### config.mk
export PLATFORM = sky130hd
export DESIGN_NAME = mjt_front
export DESIGN_NICKNAME = d
export VERILOG_FILES = /design/src/rtl/min_jerk_trajectory_gen_unit_macros.svh /design/src/rtl/mjt_pkg.sv /design/src/rtl/mjt_front.sv
export SDC_FILE = /design/constraint.sdc
export NUM_CORES = 1
export LEC_CHECK = 0
export ABC_AREA = 1
export BUFFER_PORTS_ARGS = -buffer_cell sky130_fd_sc_hd__buf_2
export CAP_MARGIN = 20
export CORE_UTILIZATION = 56
export CTS_CLUSTER_DIAMETER = 150
export CTS_CLUSTER_SIZE = 14
export DETAILED_ROUTE_END_ITERATION = 7
export GPL_ROUTABILITY_DRIVEN = 0
export GPL_TIMING_DRIVEN = 1
export PLACE_DENSITY = 0.86
export SLEW_MARGIN = 10
export SYNTH_ARGS = -nofsm -noshare
export SYNTH_HDL_FRONTEND = slang
export SYNTH_SLANG_ARGS = --single-unit
### constraint.sdc
create_clock -name clock -period 5.2 [get_ports clock]
set_input_delay 0.52 -clock clock [delete_from_list [all_inputs] [get_ports clock]]
set_output_delay 0.52 -clock clock [all_outputs]
set_load 0.01 [all_outputs]
### src/rtl/min_jerk_trajectory_gen_unit_macros.svh
// Assertion macros for the minimum-jerk setpoint generator.
// Stand-alone header: no package or module dependencies.
`ifndef MIN_JERK_TRAJECTORY_GEN_UNIT_MACROS_SVH
`define MIN_JERK_TRAJECTORY_GEN_UNIT_MACROS_SVH
`ifndef ASSERT_OFF
// same-cycle implication
`define MJT_ASSERT_IMPL(label, clk, rst, ante, cons) \
   label: assert property (@(posedge clk) disable iff (rst) (ante) |-> (cons)) \
      else $error("mjt assertion failed");
// next-cycle implication
`define MJT_ASSERT_NEXT(label, clk, rst, ante, cons) \
   label: assert property (@(posedge clk) disable iff (rst) (ante) |=> (cons)) \
      else $error("mjt assertion failed");
`else
`define MJT_ASSERT_IMPL(label, clk, rst, ante, cons)
`define MJT_ASSERT_NEXT(label, clk, rst, ante, cons)
`endif
`endif

### src/rtl/mjt_pkg.sv
// Shared types, constants and the divider step for the minimum-jerk generator.
// No dependencies.
`timescale 1ns / 1ps
package mjt_pkg;

   localparam int MAX_JOINTS      = 2;
   localparam int JOINT_COUNT_DEF = 2;
   localparam int ANGLE_W         = 18;
   localparam int TIME_W          = 16;
   localparam int Q_FRAC          = 30;
   localparam int CSR_IDX_W       = 4;
   localparam int REG_COUNT       = 8;
   localparam int QUEUE_DEPTH     = 2;
   localparam int DIV_STEPS       = 2;
   localparam int DVD_W           = 32;
   localparam int CNT_W           = 4;
   localparam int POLY_W          = 33;
   localparam int PROD_W          = ANGLE_W + POLY_W;

   localparam logic signed [ANGLE_W-1:0] ANGLE_MAX = {1'b0, {(ANGLE_W-1){1'b1}}};
   localparam logic signed [ANGLE_W-1:0] ANGLE_MIN = {1'b1, {(ANGLE_W-1){1'b0}}};

   // register field within one joint's block of four
   typedef enum logic [1:0] {
      FLD_START = 2'd0,
      FLD_SPAN  = 2'd1,
      FLD_TIME  = 2'd2,
      FLD_GOAL  = 2'd3
   } cfg_field_type;

   typedef struct packed {
      logic                       wr;
      cfg_field_type              field;
      logic signed [ANGLE_W-1:0]  data;
   } csr_wr_type;

   // word held in the queue between front and back
   typedef struct packed {
      logic [TIME_W-1:0]     elapsed;
      logic [MAX_JOINTS-1:0] arrived;
   } job_type;

   typedef enum logic [3:0] {
      LN_IDLE,
      LN_DIVU,
      LN_POWR,
      LN_POLY,
      LN_PROD,
      LN_SCALE,
      LN_MAG,
      LN_DIVR,
      LN_DONE
   } lane_state_type;

   // one restoring division step; remainder stays below the divisor
   function automatic logic [TIME_W:0] div_step(input logic [TIME_W-1:0] rem,
                                                input logic              bit_in,
                                                input logic [TIME_W-1:0] divisor);
      logic [TIME_W:0] sh;
      sh = {rem, bit_in};
      if (sh >= {1'b0, divisor}) begin
         return {TIME_W'(sh - {1'b0, divisor}), 1'b1};
      end
      return {sh[TIME_W-1:0], 1'b0};
   endfunction

endpackage

### src/rtl/mjt_front.sv
// Front end: accepts tick words, flags arrived joints and queues them.
// Depends on mjt_pkg.
`timescale 1ns / 1ps
module mjt_front (
   input  logic                                       clock,
   input  logic                                       reset,
   input  logic                                       req_valid,
   output logic                                       req_ready,
   input  logic [mjt_pkg::TIME_W-1:0]                 req_elapsed_ms,
   input  logic [mjt_pkg::MAX_JOINTS-1:0][mjt_pkg::TIME_W-1:0] move_time,
   output logic                                       job_valid,
   output mjt_pkg::job_type                           job,
   input  logic                                       job_pop
);
   localparam int PTR_W = (mjt_pkg::QUEUE_DEPTH > 1) ? $clog2(mjt_pkg::QUEUE_DEPTH) : 1;

   mjt_pkg::job_type            slot_ff [mjt_pkg::QUEUE_DEPTH];
   mjt_pkg::job_type            new_job;
   logic [PTR_W-1:0]            wr_ptr_ff, wr_ptr_in, rd_ptr_ff, rd_ptr_in;
   logic [PTR_W:0]              count_ff, count_in;
   logic                        push;

   // classify: a joint has arrived once elapsed reaches its duration
   always_comb begin
      new_job.elapsed = req_elapsed_ms;
      for (int j = 0; j < mjt_pkg::MAX_JOINTS; j++) begin
         new_job.arrived[j] = (req_elapsed_ms >= move_time[j]);
      end
   end

   assign req_ready = (count_ff != (PTR_W+1)'(mjt_pkg::QUEUE_DEPTH));
   assign push      = req_valid && req_ready;
   assign job_valid = (count_ff != '0);
   assign job       = slot_ff[rd_ptr_ff];

   // queue pointers
   always_comb begin
      wr_ptr_in = wr_ptr_ff;
      rd_ptr_in = rd_ptr_ff;
      count_in  = count_ff;
      if (push) begin
         wr_ptr_in = (wr_ptr_ff == PTR_W'(mjt_pkg::QUEUE_DEPTH - 1)) ? '0 : wr_ptr_ff + 1'b1;
      end
      if (job_pop) begin
         rd_ptr_in = (rd_ptr_ff == PTR_W'(mjt_pkg::QUEUE_DEPTH - 1)) ? '0 : rd_ptr_ff + 1'b1;
      end
      if (push && !job_pop) begin
         count_in = count_ff + 1'b1;
      end else if (!push && job_pop) begin
         count_in = count_ff - 1'b1;
      end
   end

   always_ff @(posedge clock) begin
      if (reset) begin
         wr_ptr_ff <= '0;
         rd_ptr_ff <= '0;
         count_ff  <= '0;
      end else begin
         wr_ptr_ff <= wr_ptr_in;
         rd_ptr_ff <= rd_ptr_in;
         count_ff  <= count_in;
      end
   end

   // queue storage, no reset
   always_ff @(posedge clock) begin
      if (push) begin
         slot_ff[wr_ptr_ff] <= new_job;
      end
   end

endmodule

==> results.ini <==
[setup_path]
path_cells=mux2_2, buf_2
path_buf_inv=1
r2r-end=slot_ff[1][12]
critical_path_peak_fanout=18
cp-start-kind=register
reg2reg_slack_ps=3530
r2r_start=count_ff[0]
cp_top_family=flip-flops
max_stage_delay_ps=960
reg2reg_depth=4
worst-setup-path-type=register to primary output
end_kind=primary output
arrival_ps=1830
required_ps=4680
slowest_stage=dfxtp_1

[synth]
ys_warn_count=0
yosysSeqAreaShare_pct=49.01
yosys.area.top_type=edfxtp_1
synth_area_leaders=edfxtp_1 45%, ha_1 17%, inv_1 6.9%
yosysTopAreaCellShare_pct=44.86
synthCells=224
avgSynthCellArea_sq_um=10.76
ys_types=20
syn_nets=309
ys_ff_latch=41
synth_area_sq_um=2410

[timing]
finalSetupViolations=0
final_hold_viol_count=0
skew_ps=11.76
max_freq_mhz=425.9
rsz0062_at_grt=no
tns_ps=0
fin_crit_sh_pct=45.16
layout_min_cycle_time_ps=2348
slew_viol_final=0
max-slew-margin-rel_pct=35.31
tightest_slew_ps=969.0

[finish]
nets=386
mostFrequentLayoutCell=buf_2
finalInstanceArea_sq_um=2889
antenna_cells=0
n_fill_cell=310
synthToLayoutAreaGrowth_pct=19.89
layout-drive-gt1-share_pct=32.78
final_cell_mix=71 x buf_2, 44 x inv_1, 40 x nand2_1, 36 x edfxtp_1, 33 x ha_1
fin_util_pct=71.20

[routing]
drc=0
first_pass_iters=4
drtIter0Drc=103
wl_mm=4.202
viasPerCell=4.952
dr_total_vias=1743
ant_nets=0
wl_per_cell_um=11.94

[clock_network]
cts.clk_slew.worst_paths_ps=80
clockBufferDepth=2
clk_latency_ps=290
post_cts_buffers=0
htree_levels=2
cts_tree=yes
cts_resized=0
clkSinkCount=41
cts-buffers-inserted=5
clock-root-buffer=clkbuf_8
ctsHoldBuffers=0

[global_route]
antenna_found_initial=0
track_usage_pct=20.94
gr-total-overflow=0
first_global_vias=1714
grt_start_max_net_pins=20
grt_pass1_wl_mm=6.858

[floorplan]
die_area_sq_um=4570
row_count=23
die_x_um=67.60
die_h_um=67.60
initial_core_util_pct=59.39
coreArea_sq_um=4058
io_pins=72

[hold_path]
worstHoldPathCells=1
hp-class=input pin to register
hp-start=req_elapsed_ms[0]
hold_end=slot_ff[1][2]

[status]
status=finished, final reports clean

[pwr]
vdd_drop_max_mv=0.1468
power_leakage_nw=1.465
p_per_area_nw_per_um2=270.6

[place]
placed_cell_area_sq_um=2806
place_hpwl_mm=3.350
port_buffers=71

[run]
max_cap_viol_count=0

cell usage after synthesis:
| library cell | instances |
|---|---|
| buf_6 | 1 |
| o21ai_0 | 4 |
| dfxtp_1 | 5 |
| inv_1 | 44 |
| edfxtp_1 | 36 |
| mux2_4 | 10 |
| o21a_1 | 2 |
| buf_12 | 1 |
| nor3_1 | 3 |
| and2_1 | 1 |
| or2_1 | 1 |
| inv_2 | 1 |
| nor2_1 | 13 |
| o21bai_1 | 1 |
| nand4_1 | 2 |
| ha_1 | 33 |
| mux2_2 | 8 |
| a21oi_1 | 17 |
| xnor2_1 | 1 |
| nand2_1 | 40 |
worst max-delay path by stage:
stage                   start            end  slack [ps]  cells past startpoint
global route         register         job[4]        2750                      2
floorplan           req_valid  slot_ff[1][0]        3400                      2
finish               register         job[6]        2850                      2
global placement     register         job[6]        3150                      2
detailed placement   register         job[4]        3140                      2
CTS                  register         job[4]        2810                      2
registers in the layout, summed over array words and instances (netlist names), named ones only:
| signal | cells |
|---|---|
| count_ff | 2 |
| wr_ptr_ff | 1 |
| rd_ptr_ff | 1 |
| slot_ff | 36 |
cell type report:
type / instances / area, sq um / area share, %
flip-flops and latches: 41 / 1181 / 40.88
multi-input cells: 136 / 1031 / 35.69
well taps: 50 / 62.56 / 2.165
clock buffers: 6 / 72.57 / 2.512
repair buffers: 72 / 362.8 / 12.56
inverters: 45 / 168.9 / 5.847
clock inverters: 2 / 10.01 / 0.3465
through the flow:
stage | hold WS (ps) | setup WS [ps] | std cells | total power [mW]
after floorplan | 466.1 | 3399 | 224 | 0.5262
after global placement | 480.6 | 3148 | 344 | 0.5835
after detailed placement | 498.0 | 3144 | 344 | 0.5925
after CTS | 436.7 | 2814 | 352 | 0.7848
after global routing | 439.1 | 2750 | 352 | 0.8237
final | 445.3 | 2852 | 352 | 0.7819
routing by layer:
metal | routed length [um] | share of wire [%] | vias to the layer above | GRT usage (%)
li1 | - | - | 904 | -
met1 | 1611 | 38 | 769 | 21.11
met2 | 2293 | 55 | 58 | 39.23
met3 | 188 | 4.5 | 12 | 5.068
met4 | 108 | 2.6 | 0 | 10.64
met5 | 0 | 0 | - | 0
cells by family (layout without fill, tap and decap cells):
group	Yosys count	after routing	share of synthesized area, %
buf+inv	47	125	8.307
xor+xnor	1	1	0.3635
compound gates	24	24	5.296
mux	18	18	9.969
flops	41	41	49.01
simple gates	60	60	9.917
fa+ha+maj	33	33	17.13
report_power, final:
group | total (mW) | leakage [nW] | switching [mW] | internal (mW)
sequential | 0.405 | 0.378 | 0.0133 | 0.391
clock | 0.198 | 0.0450 | 0.105 | 0.0930
combinational | 0.179 | 1.04 | 0.0931 | 0.0861
total | 0.782 | 1.47 | 0.211 | 0.570
(Power assumes the default switching activity.)
